File: config.mk
export PLATFORM = sky130hd
export DESIGN_NAME = video_timing_sprite_scheduler_top
export DESIGN_NICKNAME = d
export VERILOG_FILES = /design/src/rtl/vtss_pkg.sv /design/src/rtl/vtss_ram.sv /design/src/rtl/vtss_core.sv /design/src/rtl/video_timing_sprite_scheduler_top.sv
export SDC_FILE = /design/constraint.sdc
export NUM_CORES = 1
export LEC_CHECK = 0
export ABC_CLOCK_PERIOD_IN_PS = 5700
export BUFFER_PORTS_ARGS = -buffer_cell sky130_fd_sc_hd__buf_2
export CAP_MARGIN = 10
export CORE_ASPECT_RATIO = 1.75
export CORE_MARGIN = 8
export CORE_UTILIZATION = 36
export DETAILED_ROUTE_END_ITERATION = 16
export GPL_TIMING_DRIVEN = 0
export PLACE_DENSITY = 0.58
export SYNTH_ARGS = -nofsm -noshare
export SYNTH_HDL_FRONTEND = slang
export SYNTH_SLANG_ARGS = --single-unit
File: constraint.sdc
create_clock -name clk_i -period 5.7 [get_ports clk_i]
set_input_delay 1.14 -clock clk_i [delete_from_list [all_inputs] [get_ports clk_i]]
set_output_delay 1.14 -clock clk_i [all_outputs]
set_load 0.02 [all_outputs]
File: src/rtl/vtss_pkg.sv
// ----------------------------------------------------------------------------
// vtss_pkg
// Types and constants shared by the video timing sprite scheduler.
// ----------------------------------------------------------------------------
`default_nettype none

package vtss_pkg;

  // register indexes on the APB port (byte address is 4 * index)
  localparam logic [2:0] RegBackporch  = 3'd0;
  localparam logic [2:0] RegLine       = 3'd1;
  localparam logic [2:0] RegBlank      = 3'd2;
  localparam logic [2:0] RegLinesFrame = 3'd3;
  localparam logic [2:0] RegSprCount   = 3'd4;

  // reset values
  localparam logic [7:0] BackporchRst  = 8'd6;
  localparam logic [7:0] LineRst       = 8'd88;
  localparam logic [7:0] BlankRst      = 8'd198;
  localparam logic [8:0] LinesFrameRst = 9'd310;
  localparam logic [4:0] SprCountRst   = 5'd0;

  localparam logic CmdTick = 1'b0;
  localparam logic CmdLoad = 1'b1;

  typedef struct packed {
    logic [7:0] backporch_interval;
    logic [7:0] line_interval;
    logic [7:0] blank_interval;
    logic [8:0] lines_per_frame;
    logic [4:0] sprite_count;
  } cfg_t;

  typedef struct packed {
    logic        cmd;
    logic [3:0]  slot;
    logic [8:0]  start_line;
    logic [15:0] base_addr;
    logic [7:0]  row_width;
    logic [7:0]  row_count;
  } item_t;

  typedef struct packed {
    logic [8:0]  start_line;
    logic [15:0] base_addr;
    logic [7:0]  row_width;
    logic [7:0]  row_count;
  } entry_t;

  typedef struct packed {
    logic [7:0]  compare_value;
    logic        draw;
    logic [15:0] fetch_addr;
    logic        in_vblank;
  } res_t;

endpackage

`default_nettype wire

File: src/rtl/vtss_ram.sv
// ----------------------------------------------------------------------------
// vtss_ram
// Generic single write port RAM with registered read.
// ----------------------------------------------------------------------------
`default_nettype none

module vtss_ram #(
  parameter int Width = 8,
  parameter int Depth = 16
) (
  input  wire logic                                   clk_i,
  input  wire logic                                   we_i,
  input  wire logic [((Depth > 1) ? $clog2(Depth) : 1)-1:0] waddr_i,
  input  wire logic [Width-1:0]                       wdata_i,
  input  wire logic [((Depth > 1) ? $clog2(Depth) : 1)-1:0] raddr_i,
  output logic      [Width-1:0]                       rdata_o
);

  logic [Width-1:0] mem_q [Depth];

  always_ff @(posedge clk_i) begin
    if (we_i) begin
      mem_q[waddr_i] <= wdata_i;
    end
    rdata_o <= mem_q[raddr_i];
  end

endmodule

`default_nettype wire

File: src/rtl/vtss_core.sv
// ----------------------------------------------------------------------------
// vtss_core
// Line sequencer state, sprite table and per-beat result logic.
// ----------------------------------------------------------------------------
`default_nettype none

module vtss_core #(
  parameter int MaxEntries = 16
) (
  input  wire logic            clk_i,
  input  wire logic            rst_ni,
  input  wire logic            fire_i,
  input  wire vtss_pkg::item_t item_i,
  input  wire vtss_pkg::cfg_t  cfg_i,
  output vtss_pkg::res_t       res_o
);

  localparam int AW = (MaxEntries > 1) ? $clog2(MaxEntries) : 1;
  localparam int PW = $clog2(MaxEntries + 1);

  logic          wait_q, wait_d;
  logic          vblank_q, vblank_d;
  logic [8:0]    line_q, line_d;
  logic [PW-1:0] ptr_q, ptr_d;
  logic [7:0]    row_q, row_d;

  logic                 we;
  logic [AW-1:0]        waddr;
  vtss_pkg::entry_t     wdata;
  vtss_pkg::entry_t     rdata;
  logic                 byp_q;
  vtss_pkg::entry_t     byp_data_q;
  vtss_pkg::entry_t     ent;

  logic [PW-1:0] active;
  logic [8:0]    line_dec;
  logic [7:0]    row_inc;
  logic [15:0]   prod;
  logic          hit;

  assign we    = fire_i && (item_i.cmd == vtss_pkg::CmdLoad)
                 && (32'(item_i.slot) < 32'(MaxEntries));
  assign waddr = AW'(item_i.slot);
  assign wdata = '{start_line: item_i.start_line, base_addr: item_i.base_addr,
                   row_width: item_i.row_width, row_count: item_i.row_count};

  // read ahead at the next pointer so the entry is ready for the next tick
  vtss_ram #(
    .Width ($bits(vtss_pkg::entry_t)),
    .Depth (MaxEntries)
  ) u_table (
    .clk_i   (clk_i),
    .we_i    (we),
    .waddr_i (waddr),
    .wdata_i (wdata),
    .raddr_i (ptr_d[AW-1:0]),
    .rdata_o (rdata)
  );

  always_ff @(posedge clk_i or negedge rst_ni) begin
    if (!rst_ni) begin
      byp_q <= 1'b0;
    end else begin
      byp_q <= we && (waddr == ptr_d[AW-1:0]);
    end
  end

  always_ff @(posedge clk_i) begin
    byp_data_q <= wdata;
  end

  assign ent = byp_q ? byp_data_q : rdata;

  always_comb begin
    if (32'(cfg_i.sprite_count) > 32'(MaxEntries)) begin
      active = PW'(MaxEntries);
    end else begin
      active = PW'(cfg_i.sprite_count);
    end
    line_dec = line_q - 9'd1;
    row_inc  = row_q + 8'd1;
    prod     = row_q * ent.row_width;
    hit      = (ptr_q < active) && (line_dec <= ent.start_line)
               && (row_q < ent.row_count);

    wait_d   = wait_q;
    vblank_d = vblank_q;
    line_d   = line_q;
    ptr_d    = ptr_q;
    row_d    = row_q;
    res_o    = '0;

    if (fire_i && (item_i.cmd == vtss_pkg::CmdTick)) begin
      if (wait_q) begin
        res_o.compare_value = vblank_q ? cfg_i.blank_interval : cfg_i.backporch_interval;
        wait_d = 1'b0;
      end else begin
        res_o.compare_value = cfg_i.line_interval;
        vblank_d = 1'b0;
        wait_d   = 1'b1;
        line_d   = line_dec;
        if (hit) begin
          res_o.draw       = 1'b1;
          res_o.fetch_addr = ent.base_addr + prod;
          if (row_inc == ent.row_count) begin
            ptr_d = ptr_q + PW'(1);
            row_d = 8'd0;
          end else begin
            row_d = row_inc;
          end
        end
        if (line_dec == 9'd0) begin
          line_d   = cfg_i.lines_per_frame;
          vblank_d = 1'b1;
          ptr_d    = '0;
        end
      end
    end
    res_o.in_vblank = vblank_d;
  end

  always_ff @(posedge clk_i or negedge rst_ni) begin
    if (!rst_ni) begin
      wait_q   <= 1'b0;
      vblank_q <= 1'b0;
      line_q   <= vtss_pkg::LinesFrameRst;
      ptr_q    <= '0;
      row_q    <= 8'd0;
    end else begin
      wait_q   <= wait_d;
      vblank_q <= vblank_d;
      line_q   <= line_d;
      ptr_q    <= ptr_d;
      row_q    <= row_d;
    end
  end

`ifndef ASSERT_OFF
  a_ptr_range: assert property (@(posedge clk_i) disable iff (!rst_ni)
    32'(ptr_q) <= 32'(MaxEntries))
    else $error("sprite pointer beyond table");

  a_load_keeps_line: assert property (@(posedge clk_i) disable iff (!rst_ni)
    fire_i && (item_i.cmd == vtss_pkg::CmdLoad) |=> $stable(line_q) && $stable(ptr_q))
    else $error("load beat changed line state");

  a_sync_toggle: assert property (@(posedge clk_i) disable iff (!rst_ni)
    fire_i && (item_i.cmd == vtss_pkg::CmdTick) |=> (wait_q != $past(wait_q)))
    else $error("sync wait did not toggle on tick");

  a_draw_only_visible: assert property (@(posedge clk_i) disable iff (!rst_ni)
    res_o.draw |-> !wait_q && fire_i)
    else $error("fetch outside a line tick");
`endif

endmodule

`default_nettype wire

File: src/rtl/video_timing_sprite_scheduler_top.sv
// ----------------------------------------------------------------------------
// video_timing_sprite_scheduler_top
// Composite video line sequencer with sprite row fetch scheduling.
//
//  Channel   Dir  Handshake                 Content
//  s_axis    in   tvalid/tready             tdata: item fields, tuser: cmd
//  m_axis    out  tvalid/tready             tdata: result fields
//  APB       in   psel/penable/pwrite       five config registers at 4*i
//
//  One beat accepted per cycle; its result is registered and shown the
//  cycle after acceptance. The sprite entry for the current pointer is
//  read ahead from the table RAM, so a tick's result is formed in the cycle it is accepted.
//  Input stalls only while a result is held and m_axis_tready is low.
//  Reset is asynchronous; the sprite table is not cleared.
// ----------------------------------------------------------------------------
`default_nettype none

module video_timing_sprite_scheduler_top #(
  parameter int MaxEntries = 16
) (
  input  wire logic        clk_i,
  input  wire logic        rst_ni,
  // slot[3:0], start_line[12:4], base_addr[28:13], row_width[36:29],
  // row_count[44:37], zero [47:45]
  input  wire logic [47:0] s_axis_tdata,
  // cmd[0]
  input  wire logic [0:0]  s_axis_tuser,
  input  wire logic        s_axis_tvalid,
  output logic             s_axis_tready,
  // compare_value[7:0], draw[8], fetch_addr[24:9], in_vblank[25], zero [31:26]
  output logic      [31:0] m_axis_tdata,
  output logic             m_axis_tvalid,
  input  wire logic        m_axis_tready,
  input  wire logic        psel,
  input  wire logic        penable,
  input  wire logic        pwrite,
  input  wire logic [4:0]  paddr,
  input  wire logic [31:0] pwdata,
  output logic      [31:0] prdata,
  output logic             pready
);

  vtss_pkg::cfg_t  cfg_q;
  vtss_pkg::item_t item;
  vtss_pkg::res_t  res;
  vtss_pkg::res_t  out_q;
  logic            out_valid_q;
  logic            fire;
  logic            cfg_we;

  assign pready = 1'b1;
  assign cfg_we = psel && penable && pwrite;

  always_ff @(posedge clk_i or negedge rst_ni) begin
    if (!rst_ni) begin
      cfg_q.backporch_interval <= vtss_pkg::BackporchRst;
      cfg_q.line_interval      <= vtss_pkg::LineRst;
      cfg_q.blank_interval     <= vtss_pkg::BlankRst;
      cfg_q.lines_per_frame    <= vtss_pkg::LinesFrameRst;
      cfg_q.sprite_count       <= vtss_pkg::SprCountRst;
    end else if (cfg_we) begin
      case (paddr[4:2])
        vtss_pkg::RegBackporch:  cfg_q.backporch_interval <= pwdata[7:0];
        vtss_pkg::RegLine:       cfg_q.line_interval      <= pwdata[7:0];
        vtss_pkg::RegBlank:      cfg_q.blank_interval     <= pwdata[7:0];
        vtss_pkg::RegLinesFrame: cfg_q.lines_per_frame    <= pwdata[8:0];
        vtss_pkg::RegSprCount:   cfg_q.sprite_count       <= pwdata[4:0];
        default: ;
      endcase
    end
  end

  always_comb begin
    case (paddr[4:2])
      vtss_pkg::RegBackporch:  prdata = {24'd0, cfg_q.backporch_interval};
      vtss_pkg::RegLine:       prdata = {24'd0, cfg_q.line_interval};
      vtss_pkg::RegBlank:      prdata = {24'd0, cfg_q.blank_interval};
      vtss_pkg::RegLinesFrame: prdata = {23'd0, cfg_q.lines_per_frame};
      vtss_pkg::RegSprCount:   prdata = {27'd0, cfg_q.sprite_count};
      default:                 prdata = 32'd0;
    endcase
  end

  assign s_axis_tready = !out_valid_q || m_axis_tready;
  assign fire          = s_axis_tvalid && s_axis_tready;

  assign item.cmd        = s_axis_tuser[0];
  assign item.slot       = s_axis_tdata[3:0];
  assign item.start_line = s_axis_tdata[12:4];
  assign item.base_addr  = s_axis_tdata[28:13];
  assign item.row_width  = s_axis_tdata[36:29];
  assign item.row_count  = s_axis_tdata[44:37];

  vtss_core #(
    .MaxEntries (MaxEntries)
  ) u_core (
    .clk_i  (clk_i),
    .rst_ni (rst_ni),
    .fire_i (fire),
    .item_i (item),
    .cfg_i  (cfg_q),
    .res_o  (res)
  );

  always_ff @(posedge clk_i or negedge rst_ni) begin
    if (!rst_ni) begin
      out_valid_q <= 1'b0;
    end else if (s_axis_tready) begin
      out_valid_q <= s_axis_tvalid;
    end
  end

  always_ff @(posedge clk_i) begin
    if (fire) begin
      out_q <= res;
    end
  end

  assign m_axis_tvalid = out_valid_q;
  assign m_axis_tdata  = {6'd0, out_q.in_vblank, out_q.fetch_addr, out_q.draw,
                          out_q.compare_value};

`ifndef ASSERT_OFF
  a_ready_when_empty: assert property (@(posedge clk_i) disable iff (!rst_ni)
    !out_valid_q |-> s_axis_tready)
    else $error("input stalled with empty output register");

  a_beat_lands: assert property (@(posedge clk_i) disable iff (!rst_ni)
    fire |=> out_valid_q)
    else $error("accepted beat produced no result");

  a_held_result: assert property (@(posedge clk_i) disable iff (!rst_ni)
    out_valid_q && !m_axis_tready |=> $stable(out_q) && !$past(fire))
    else $error("held result overwritten");
`endif

endmodule

`default_nettype wire

# == Word level (Yosys, flattened, before mapping) ==
# Memory sizes are Yosys's and may differ from the RTL's. A register that Yosys moved wholly into a read port is not among the register bits.
# Index checks and enable logic that the tools add are counted.
# word_totals
wordCells,84
in_bits,93
register_bits,131
ram_bits,656
n_memories,1
# mem_list
memory,words,word_bits,read_ports,rd_clocked_by_memory_dff,write_ports,line_no,text
u_core.u_table.mem_q,16,41,1,1,1,vtss_ram.sv:19,logic [Width-1:0] mem_q [Depth];
# op_classes
n_reduce_logical,24
mul,1
mux,19
n_eq_ne,6
n_bitwise,4
magnitude_cmp,4
addsub,4
# op_table
op,n
$pmux W9 S5,1
$mux W41,1
$mux W8,3
$mux W5,4
$mux W17,1
$add A16 B16 Y16,1
$mul A8 B8 Y16,1
$reduce_and A2 Y1,6
$le A9 B9 Y1,1
$logic_not A9 Y1,1
$mux W9,1
$sub A9 B1 Y9 const B,1
$add A8 B1 Y8 const B,1
$eq A8 B8 Y1,1
$logic_and A1 B1 Y1,8
$lt A8 B8 Y1,1
$mux W4,2
$eq A3 B2 Y1 const B,2
$mux W1,6
$add A5 B1 Y5 const B,1
$gt A5 B5 Y1 const B,1
$lt A5 B5 Y1,1
$eq A4 B4 Y1,1
$not A1 Y1,4
10 further kinds,11

# == Longest topological paths before layout ==
# Gate-level depths: netlist of the first run.
# logic_depth
ltp_word,11
mapped_depth,25

# == Hierarchy ==
# A second synthesis of the first run with hierarchy kept.
# unflattened
cells_unflattened,1921
hier_area_um2,34285.4
# modules_own_cells
mod,cells_each,instances,area_per_inst_um2,seq_area_each_um2
vtss_ram,1066,1,25375.6,20519.7
vtss_core,672,1,6049.6,1452.6
video_timing_sprite_scheduler_top,183,1,2860.2,1774.2

# == Worst setup path before layout of the first run ==
# No wires, ideal clock.
# synth_timing
path_kind,input port to flip-flop
start,input m_axis_tready
end,memory u_core.u_table.mem_q[0][0] in the netlist's numbering (enable)
setup_time_ps,490
n_path_buf,0
slack_ps,-312
arrival_time_ps,5522
path_stages,5
cell_sequence,nand2b_1 -> and2_1 -> nand2_1 -> or3_1 -> nor3_1
# synth_between
elab_chain_cells,5
# synth_lines
element,line_no,text
"start, declared",video_timing_sprite_scheduler_top.sv:33,"input wire logic m_axis_tready,"
$logic_or A1 B1 Y1,video_timing_sprite_scheduler_top.sv:84,assign s_axis_tready = !out_valid_q || m_axis_tready;
$logic_and A1 B1 Y1,video_timing_sprite_scheduler_top.sv:85,assign fire = s_axis_tvalid && s_axis_tready;
named net fire,video_timing_sprite_scheduler_top.sv:48,logic fire;
$logic_and A1 B1 Y1,vtss_core.sv:41,assign we = fire_i && (item_i.cmd == vtss_pkg::CmdLoad)
$mux W1,vtss_ram.sv:22,if (we_i) begin
$mux W1 (not written as such),vtss_ram.sv:23,mem_q[waddr_i] <= wdata_i;
"end, declared",vtss_ram.sv:19,
# The timed path passes the listed nets, and every way through them passes these cells.

# == Final worst setup path of the first run ==
# layout_timing
start,register u_core.byp_q
end,"register out_q, in the netlist m_axis_tdata[24], data pin"
# layout_between
elab_chain_cells,6
# layout_lines
element,line_no,text
"start, declared",vtss_core.sv:31,logic byp_q;
"start signal, assigned",vtss_core.sv:64,byp_q <= we && (waddr == ptr_d[AW-1:0]);
$mux W41 *,vtss_core.sv:72,assign ent = byp_q ? byp_data_q : rdata;
branches (longest 5 deep; another with $mul A8 B8 Y16),n/a,
"end signal, assigned",video_timing_sprite_scheduler_top.sv:115,out_q <= res;
"end, declared",video_timing_sprite_scheduler_top.sv:46,vtss_pkg::res_t out_q;
# Mark *: on every way between the ends.
# A chain may end at the register's enable or synchronous reset.

==> out/metrics.cfg, run 1 <==
[run_status]
status = finished, final reports clean

[die]
fp.coreArea_um2 = 99400
die_h_um = 435
dieArea_um2 = 111000
pin_count = 160
start_util_pct = 36.3
rows = 153
die_w_um = 255

[placed_design]
dpl.hpwl_mm = 77.2
place_congestion = 0.857
io_buffers = 98
placed_area_um2 = 39100

[critical_path]
cpPeakStageDelay_ns = 0.52
worst-path-buf-inv = 8
r2r-start = u_core.byp_q
reg2reg_slack_ns = 0.22
r2r_cells = 23
crit_fanout = 7
crit_chain = buf_6 -> buf_12 -> buf_16 -> buf_12 -> mux2i_4 -> nor2b_1 -> fa_1 -> inv_1 -> fa_1 -> inv_1 -> fa_1 -> inv_1 -> fa_1 -> inv_1 -> ha_1 -> a21boi_1 -> o21ai_1 -> a21boi_2 -> o21ai_2 -> a21boi_2 -> o21ai_2 -> a21oi_4 -> mux2i_1
path_class = register to register
worstPathRequired_ns = 6.18
rr_endpoint = m_axis_tdata[24]
path_delay_family = adder cells
worstSetupEndpointType = register
cp.depth = 23
crit_arrival_ns = 5.96
cp-start-kind = register
cp_slowest_cell = fa_1

[yosys]
yosysWarnings = 0
synth_area_leader_cell = edfxtp_1
synth_edf_count = 682
ys_top_cells_by_area = edfxtp_1 (57%), dfxtp_1 (4.6%), dfrtp_1 (3.1%), inv_1 (2.9%), fa_1 (2.8%)
post-synth-top-area-fraction_pct = 56.8
synthCells = 2701
yosys.cell_types.count = 66
seq_area_frac_synth_pct = 65.8
synth.most_common_cell = edfxtp_1
synth_top_cells_by_count = edfxtp_1 (682), inv_1 (274), nand3_1 (181)
yosys_register_bits = 828
synthFlopType = edfxtp_1
avgSynthCellArea_um2 = 13.4
ys_async_sr_fraction_pct = 7.73
synth_area_um2 = 36100

[drt]
dr.pass1.iters = 5
route.vias.total = 23100
wl_per_cell_um = 24.5
detail-route-antenna-nets = 0
drt_iter0_markers = 1666
totalWireLength_mm = 106
routed_via_density = 5.33
drcViolationCount = 0

[min_path]
holdPathEnd = u_core.line_q[2]
worstHoldPathCells = 2
min_path_type = register to register
hp-start = cfg_q[7]

[clocking]
cts_hold_buffers = 0
cts.reportedPaths.clkPinSlew_ns = 0.06
numCtsBuffers = 73
clkLatencyLatePin_ns = 0.66
cts_tree = yes
cts_root_buf = clkbuf_16
cts_sinks = 828
h-tree-depth = 3
cts_buffer_depth = 3

[power]
powerDensity_nw_per_um2 = 323
vdd_drop_max_v = 0.000216
power_leakage_nw = 15.6

[global_routing]
grt_pass1_vias = 23800
grt_max_degree = 65
antenna_found_initial = 13
grt_pass1_wl_mm = 154
grt_usage_pct = 18.9
gr-total-overflow = 0

[sta]
drv_slew = 0
min_period_ns = 5.48
rsz0062_at_grt = no
setup-violations-final = 0
final.period_utilization_pct = 96.1
fin_worst_skew_ns = 0.0232
worst_slew_pin_slew_ns = 0.955
slew_headroom_pct = 36.2
finalSetupTns_ns = 0
finalHoldViolCount = 0
fmax_mhz = 183

[final_layout]
area_growth_pct = 17.2
fin_area_um2 = 42300
drive_above_1_share_pct = 16.8
nFillCells = 9036
fin_nets = 3160

[job]
drv_cap = 0

[worst reg2reg max path: stages, from the launching register on]
cell      delay (ns)
dfrtp_1         0.39
buf_6           0.13
buf_12          0.14
buf_16          0.16
buf_12          0.14
mux2i_4         0.39
nor2b_1         0.12
fa_1            0.51
inv_1           0.06
fa_1            0.52
inv_1           0.05
fa_1            0.47
inv_1           0.05
fa_1            0.47
inv_1           0.04
ha_1            0.30
a21boi_1        0.21
o21ai_1         0.13
a21boi_2        0.20
o21ai_2         0.09
a21boi_2        0.19
o21ai_2         0.10
a21oi_4         0.21
mux2i_1         0.26
[where the power goes]
part	internal, mW	total, mW	switching [mW]
registers	6.72	6.85	0.125
clock network	3.02	5.28	2.26
logic	0.621	1.51	0.892
[per-stage QoR]
step           setup WS, ns  power, mW  util (%)  hold WS (ns)  instances
4_1_cts             -0.0600       13.7      42.3         0.501       4322
3_3_place_gp          -2.40       8.37      38.6         0.484       4144
3_5_place_dp          -2.44       8.42      39.4         0.492       4176
5_1_grt              0.0126       14.2      42.5         0.505       4337
6_report              0.225       13.6      42.5         0.502       4339
2_1_floorplan         0.130       7.96         -         0.452       2729
[state kept, by name, indices dropped and copies added, names as in the netlist]
register / flops
cfg_q: 38
m_axis_tdata: 26
m_axis_tvalid: 1
u_core.byp_data_q: 41
u_core.byp_q: 1
u_core.line_q: 9
u_core.ptr_q: 5
u_core.row_q: 8
u_core.u_table.mem_q: 656
u_core.u_table.rdata_o: 41
u_core.vblank_q: 1
u_core.wait_q: 1
[logic make-up (layout without fill, tap and decap cells)]
group,count (synthesis),after routing,share of synthesized area (%)
compound gates,516,516,10.8
other cells,2,34,0.0208
flops,828,828,65.8
xor+xnor,27,27,0.656
fa+ha+maj,110,110,4.86
mux,142,142,4.24
buf+inv,492,781,5.65
simple gates,584,584,7.94
[layout by cell type, fill, tap and decap left out, drive strengths merged, types with 30 or more instances in the layout]
cell     instances
dfxtp           82
a41oi           41
a311o           41
o211ai         126
o2111ai         41
edfxtp         682
clkbuf         240
nor2            59
mux2i           92
fa              50
a211oi          51
a221o           41
dfrtp           45
a21oi           70
and3            43
buf            221
nand3          181
mux2            47
nand2          178
conb            30
nor2b           41
inv            278
a31oi           44
ha              60
o21ai           30
[worst max-delay path by stage]
stage	start	to	slack, ns
6_report	u_core.byp_q	m_axis_tdata[24]	0.22
5_1_grt	u_core.byp_q	m_axis_tdata[23]	0.01
4_1_cts	u_core.byp_q	m_axis_tdata[24]	-0.06
3_5_place_dp	u_core.byp_q	m_axis_tdata[24]	-2.44
3_3_place_gp	u_core.byp_q	u_core.u_table.rdata_o[38]	-2.40
2_1_floorplan	u_core.byp_q	m_axis_tdata[23]	0.13
[layer usage]
metal | wire length, um | vias to the layer above | GRT usage, % | share of wire (%)
li1 | - | 10500 | - | -
met1 | 35300 | 11500 | 18.8 | 33
met2 | 58600 | 788 | 36.1 | 55
met3 | 5920 | 305 | 3.03 | 5.6
met4 | 6370 | 18 | 10.8 | 6.0
met5 | 113 | - | 0 | 0.11
[cell type report]
class | instances | area [um^2] | area share [%]
clock buffer | 95 | 1980 | 4.69
antenna | 4 | 10.0 | 0.0237
inverter | 278 | 1040 | 2.47
sequential | 828 | 23700 | 56.2
tap | 1317 | 1650 | 3.90
clock inverter | 41 | 556 | 1.31
timing repair buffer | 156 | 1410 | 3.33
buffer | 211 | 1120 | 2.64
multi-input combinational | 1409 | 10800 | 25.4
[timing repair]
item	CTS	global route
setup buffers	11	14
pin swaps	8	13
cloned	0	1
resized for setup	81	72
setup endpoints to repair	69	46
No activity file was read; power rests on OpenSTA's default activity.
==> run 2, diff against run 1 <==
--- a/config.mk
+++ b/config.mk
@@ -6,14 +6,14 @@
 export NUM_CORES = 1
 export LEC_CHECK = 0
 export ABC_CLOCK_PERIOD_IN_PS = 5700
-export BUFFER_PORTS_ARGS = -buffer_cell sky130_fd_sc_hd__buf_2
 export CAP_MARGIN = 10
 export CORE_ASPECT_RATIO = 1.75
 export CORE_MARGIN = 8
 export CORE_UTILIZATION = 36
 export DETAILED_ROUTE_END_ITERATION = 16
+export DONT_BUFFER_PORTS = 1
 export GPL_TIMING_DRIVEN = 0
-export PLACE_DENSITY = 0.58
+export PLACE_DENSITY = 0.57
 export SYNTH_ARGS = -nofsm -noshare
 export SYNTH_HDL_FRONTEND = slang
 export SYNTH_SLANG_ARGS = --single-unit
==> out/metrics.cfg, run 2 (synthesis results as in run 1) <==
[clocking]
cts.reportedPaths.clkPinSlew_ns = 0.06  ; about the same
cts_hold_buffers = 0  ; unchanged
h-tree-depth = 3  ; unchanged
cts_sinks = 828  ; unchanged
cts_tree = yes  ; unchanged
cts_buffer_depth = 3  ; unchanged
clkLatencyLatePin_ns = 0.67  ; was 0.66 ns
cts_root_buf = clkbuf_16  ; unchanged
numCtsBuffers = 74  ; was 73

[sta]
drv_slew = 0  ; unchanged
setup-violations-final = 0  ; unchanged
setup_ws_ns = 0.231  ; was 0.225 ns
whs_ns = 0.161  ; was 0.502 ns
finalHoldViolCount = 0  ; unchanged
min_period_ns = 5.47  ; was 5.48 ns
worst_slew_pin_slew_ns = 0.974  ; was 0.955 ns
fin_worst_skew_ns = 0.0248  ; was 0.0232 ns
slew_headroom_pct = 34.7  ; was 36.2%
finalSetupTns_ns = 0  ; unchanged
fmax_mhz = 183  ; about the same
final.period_utilization_pct = 95.9  ; was 96.1%

[final_layout]
largest_register_ff_count = 656  ; unchanged
top_regs = u_core.u_table.mem_q (656), u_core.byp_data_q (41), u_core.u_table.rdata_o (41)  ; unchanged
fin_cells = 4239  ; was 4339
nFillCells = 9111  ; was 9036
fin_nets = 3064  ; was 3160
final_cell_mix = edfxtp_1 (682), inv_1 (274), nand3_1 (181)  ; unchanged
area_growth_pct = 15.6  ; was 17.2%
top_register = u_core.u_table.mem_q  ; unchanged
final-seq-area_um2 = 23700  ; unchanged
drive_above_1_share_pct = 14.3  ; was 16.8%
finalCoreUtilization_pct = 42.0  ; was 42.5%
final_common_cell = edfxtp_1  ; unchanged
multiInputGateArea_um2 = 10700  ; was 10800 um^2

[critical_path]
r2r-start = u_core.byp_q  ; unchanged
rr_endpoint = m_axis_tdata[24]  ; unchanged
cpPeakStageDelay_ns = 0.47  ; was 0.52 ns
worstPathRequired_ns = 6.19  ; was 6.18 ns
cp_common_cell = inv_1
cp-start-kind = register  ; unchanged
crit_arrival_ns = 5.96  ; about the same
cp_slowest_cell = fa_1  ; unchanged
worstSetupEndpointType = register  ; unchanged
r2r_cells = 25  ; was 23
startpoint = u_core.byp_q  ; unchanged
reg2reg_slack_ns = 0.23  ; was 0.22 ns
path_class = register to register  ; unchanged
crit_fanout = 9  ; was 7

[placed_design]
dpl.hpwl_mm = 77.7  ; was 77.2 mm
io_buffers = 0  ; was 98
place_congestion = 0.852  ; was 0.857
dp_cells = 4079  ; was 4176
place_ws_ns = -2.45  ; was -2.44 ns

[global_routing]
grt_pass1_vias = 23900  ; was 23800
grt_pass1_wl_mm = 156  ; was 154 mm
antenna_found_initial = 1  ; was 13
gr-total-overflow = 0  ; unchanged
grt_usage_pct = 19.1  ; was 18.9%
grt_max_degree = 65  ; unchanged

[drt]
wl_per_cell_um = 25.4  ; was 24.5 um
drt_iter0_markers = 1568  ; was 1666
detail-route-antenna-nets = 0  ; unchanged
routed_via_density = 5.41  ; was 5.33
drcViolationCount = 0  ; unchanged
totalWireLength_mm = 108  ; was 106 mm
dr.pass1.iters = 6  ; was 5
route.vias.total = 22900  ; was 23100

[power]
pwr-share-clk_pct = 38.2  ; was 38.7%
vdd_drop_max_v = 0.000237  ; was 0.000216 V
p_sw_share_pct = 23.9  ; was 24.0%
pwr-share-comb_pct = 10.3  ; was 11.1%
power_frac_seq_pct = 51.5  ; was 50.2%
powerDensity_nw_per_um2 = 320  ; was 323 nW/um^2
power_leakage_nw = 15.2  ; was 15.6 nW
p_sw_mw = 3.19  ; was 3.28 mW
intPower_mw = 10.1  ; was 10.4 mW

[die]
die_h_um = 435  ; unchanged
die_w_um = 255  ; unchanged
start_util_pct = 36.3  ; unchanged
pin_count = 160  ; unchanged
dieArea_um2 = 111000  ; unchanged
rows = 153  ; unchanged
fp.coreArea_um2 = 99400  ; unchanged

[run_status]
status = finished, final reports clean  ; unchanged

[job]
drv_cap = 0  ; unchanged

[min_path]
min_path_type = input pin to asynchronous set/reset pin  ; was register to register

[run 2: worst max path at each step]
stage | to | slack [ns]
5_1_grt | m_axis_tdata[24] | -0.08
3_3_place_gp | m_axis_tdata[24] | -2.34
6_report | m_axis_tdata[24] | 0.23
3_5_place_dp | m_axis_tdata[24] | -2.45
2_1_floorplan | m_axis_tdata[23] | 0.13
4_1_cts | u_core.u_table.rdata_o[18] | -0.02
[run 2: final cells by class]
type                       instances  area share (%)
sequential                       828            56.9
multi-input combinational       1409            25.7
clock buffer                     102            5.01
tap                             1317            3.95
buffer                           213            2.73
inverter                         278            2.50
timing repair buffer              57            2.36
clock inverter                    34           0.810
antenna                            1         0.00600
[run 2: power groups by stage]
stage,registers (mW),logic [mW],clock network (mW)
2_1_floorplan,6.95,1.01,0
3_5_place_dp,7.00,1.30,0
6_report,6.87,1.37,5.09
3_3_place_gp,7.00,1.25,0
5_1_grt,6.89,1.57,5.36
4_1_cts,6.87,1.33,5.15
[run 2: per-stage QoR]
stage	cell area [um^2]	total power, mW
after floorplan	36200	7.96
after global placement	37800	8.25
after detailed placement	38700	8.30
after CTS	41500	13.4
after global routing	41700	13.8
final	41700	13.3
[run 2: timing repair]
action,CTS,global route
setup buffers,16,7
gates resized for setup,85,76
setup endpoints to repair,69,47
pin swaps,8,9
[run 2: worst max-delay path, delay by kind of cell (launching register included)]
| kind | cells | cell delay [ns] |
|---|---|---|
| fa+ha+maj | 6 | 1.99 |
| buf+inv | 8 | 0.85 |
| simple gates | 1 | 0.17 |
| flops | 1 | 0.39 |
| compound gates | 8 | 1.23 |
| mux | 2 | 0.63 |
[run 2: routing by layer]
metal  up-vias  global-route usage (%)  routed length, um
met5         -                       0                  0
met4         0                    10.1               5870
met3       267                    3.81               6570
met2       825                    36.3              59100
met1     11500                    18.9              36200
li1      10300                       -                  -
==> run 3, diff against run 2 <==
--- a/config.mk
+++ b/config.mk
@@ -8,7 +8,7 @@
 export ABC_CLOCK_PERIOD_IN_PS = 5700
 export CAP_MARGIN = 10
 export CORE_ASPECT_RATIO = 1.75
-export CORE_MARGIN = 8
+export CORE_MARGIN = 2
 export CORE_UTILIZATION = 36
 export DETAILED_ROUTE_END_ITERATION = 16
 export DONT_BUFFER_PORTS = 1
==> out/metrics.cfg, run 3 (synthesis results as in run 1) <==
[power]
vdd_drop_max_v = 0.000243  ; was 0.000237 V
finalPower_mw = 13.5  ; was 13.3 mW
powerDensity_nw_per_um2 = 322  ; was 320 nW/um^2
power_leakage_nw = 15.2  ; about the same

[drt]
drcViolationCount = 0  ; unchanged
detail-route-antenna-nets = 0  ; unchanged
route.vias.total = 23000  ; was 22900
totalWireLength_mm = 107  ; was 108 mm
dr.pass1.iters = 5  ; was 6
routed_via_density = 5.42  ; was 5.41
drt_iter0_markers = 1908  ; was 1568
wl_per_cell_um = 25.3  ; was 25.4 um

[clocking]
clkLatencyLatePin_ns = 0.67  ; about the same
cts_root_buf = clkbuf_16  ; unchanged
cts_sinks = 828  ; unchanged
h-tree-depth = 3  ; unchanged
cts_tree = yes  ; unchanged
cts_hold_buffers = 0  ; unchanged
numCtsBuffers = 76  ; was 74
cts.reportedPaths.clkPinSlew_ns = 0.06  ; about the same
cts_buffer_depth = 3  ; unchanged

[global_routing]
grt_max_degree = 65  ; unchanged
gr-total-overflow = 0  ; unchanged
grt_pass1_vias = 23800  ; was 23900
antenna_found_initial = 3  ; was 1
grt_usage_pct = 20.8  ; was 19.1%
grt_pass1_wl_mm = 157  ; was 156 mm

[min_path]
min_path_type = input pin to asynchronous set/reset pin  ; unchanged

[sta]
fin_worst_skew_ns = 0.0199  ; was 0.0248 ns
slew_headroom_pct = 35.0  ; was 34.7%
min_period_ns = 5.45  ; was 5.47 ns
setup-violations-final = 0  ; unchanged
drv_slew = 0  ; unchanged
worst_slew_pin_slew_ns = 0.972  ; was 0.974 ns
final.period_utilization_pct = 95.6  ; was 95.9%
whs_ns = 0.170  ; was 0.161 ns
finalHoldViolCount = 0  ; unchanged
fmax_mhz = 184  ; was 183 MHz
finalSetupTns_ns = 0  ; unchanged

[job]
drv_cap = 0  ; unchanged

[final_layout]
fin_nets = 3065  ; was 3064
top_regs = u_core.u_table.mem_q (656), u_core.byp_data_q (41), u_core.u_table.rdata_o (41)  ; unchanged
finalCoreUtilization_pct = 42.0  ; about the same
drive_above_1_share_pct = 14.3  ; about the same
final_cell_mix = edfxtp_1 (682), inv_1 (274), nand3_1 (181)  ; unchanged
largest_register_ff_count = 656  ; unchanged
final_common_cell = edfxtp_1  ; unchanged
area_growth_pct = 15.7  ; was 15.6%
top_register = u_core.u_table.mem_q  ; unchanged

[die]
dieArea_um2 = 103000  ; was 111000 um^2
die_h_um = 423  ; was 435 um
fp.coreArea_um2 = 99400  ; unchanged
pin_count = 160  ; unchanged
start_util_pct = 36.3  ; unchanged
die_w_um = 243  ; was 255 um
rows = 153  ; unchanged

[placed_design]
dpl.hpwl_mm = 77.2  ; was 77.7 mm
place_congestion = 0.836  ; was 0.852
io_buffers = 0  ; unchanged

[run_status]
status = finished, final reports clean  ; unchanged

[critical_path]
reg2reg_slack_ns = 0.25  ; was 0.23 ns
r2r-start = u_core.byp_q  ; unchanged
rr_endpoint = m_axis_tdata[23]  ; was m_axis_tdata[24]
crit_fanout = 7  ; was 9
path_class = register to register  ; unchanged
crit_arrival_ns = 5.84  ; was 5.96 ns
worstSetupEndpointType = register  ; unchanged
worstPathRequired_ns = 6.09  ; was 6.19 ns
cp-start-kind = register  ; unchanged
r2r_cells = 23  ; was 25

[run 3: cell count changes in the layout (fill, tap and decap cells not counted), moves of 2 or more]
cell	change
clkbuf_4	+2
clkbuf_16	+5
mux2i_4	+2
buf_12	+2
clkbuf_1	+5
clkbuf_2	-6
buf_6	+2
clkinv_2	+7
buf_16	-5
clkinv_4	-3
clkbuf_8	-8
mux2i_2	-3
inv_6	+3
[run 3: how the worst max path moves through the flow]
stage | start | end | slack (ns) | cells after the start
2_1_floorplan | u_core.byp_q | m_axis_tdata[23] | 0.13 | 23
3_3_place_gp | m_axis_tready | u_core.u_table.mem_q[9][27] | -2.24 | 6
3_5_place_dp | u_core.byp_q | m_axis_tdata[24] | -2.13 | 25
4_1_cts | u_core.byp_q | m_axis_tdata[24] | -0.08 | 25
5_1_grt | u_core.byp_q | m_axis_tdata[23] | -0.01 | 23
6_report | u_core.byp_q | m_axis_tdata[23] | 0.25 | 23
[run 3: what timing repair did]
item,4_1_cts,5_1_grt
resized for setup,80,85
pin swaps,5,15
endpoints found under the setup margin,67,47
buffers inserted,8,15
endpoints found under the hold margin,0,0
[run 3: cell type report]
type                    count  area, um^2
inverters                 278        1040
plain buffers             213        1130
clock buffers             100        2110
multi-input cells        1409       10800
fillers                  9144       57600
diodes                      1        2.50
flip-flops and latches    828       23700
well taps                1317        1650
clock inverters            40         380
repair buffers             56         920
[run 3: critical path, stage by stage (launching register included)]
cell,delay (ns)
dfrtp_1,0.42
buf_6,0.14
buf_12,0.14
buf_4,0.15
mux2_4,0.29
buf_4,0.14
nand2_1,0.06
fa_1,0.50
inv_1,0.05
fa_1,0.50
inv_1,0.06
fa_1,0.49
fa_1,0.49
inv_1,0.04
ha_1,0.28
inv_1,0.09
o21ai_0,0.10
a21oi_1,0.21
o21ai_0,0.14
a21oi_2,0.21
o21ai_2,0.11
a2111oi_4,0.38
o21a_1,0.16
nor3_1,0.05
[run 3: layer usage]
layer | vias up | global-route usage, % | routed length [um]
li1 | 10300 | - | -
met1 | 11600 | 20.3 | 35800
met2 | 788 | 40.5 | 59900
met3 | 254 | 3.91 | 6000
met4 | 0 | 11.1 | 5580
met5 | - | 0 | 0
[run 3: metrics by stage]
stage	instance area (um^2)	instances	worst slack [ns]
2_1_floorplan	36200	2729	0.130
3_3_place_gp	37800	4046	-2.24
3_5_place_dp	38700	4079	-2.13
4_1_cts	41500	4226	-0.0766
5_1_grt	41700	4242	-0.0132
6_report	41700	4242	0.253
[run 3: report_power, final]
part / internal, mW / switching, mW
Clock: 2.90 / 2.31
Sequential: 6.73 / 0.141
Combinational: 0.603 / 0.772
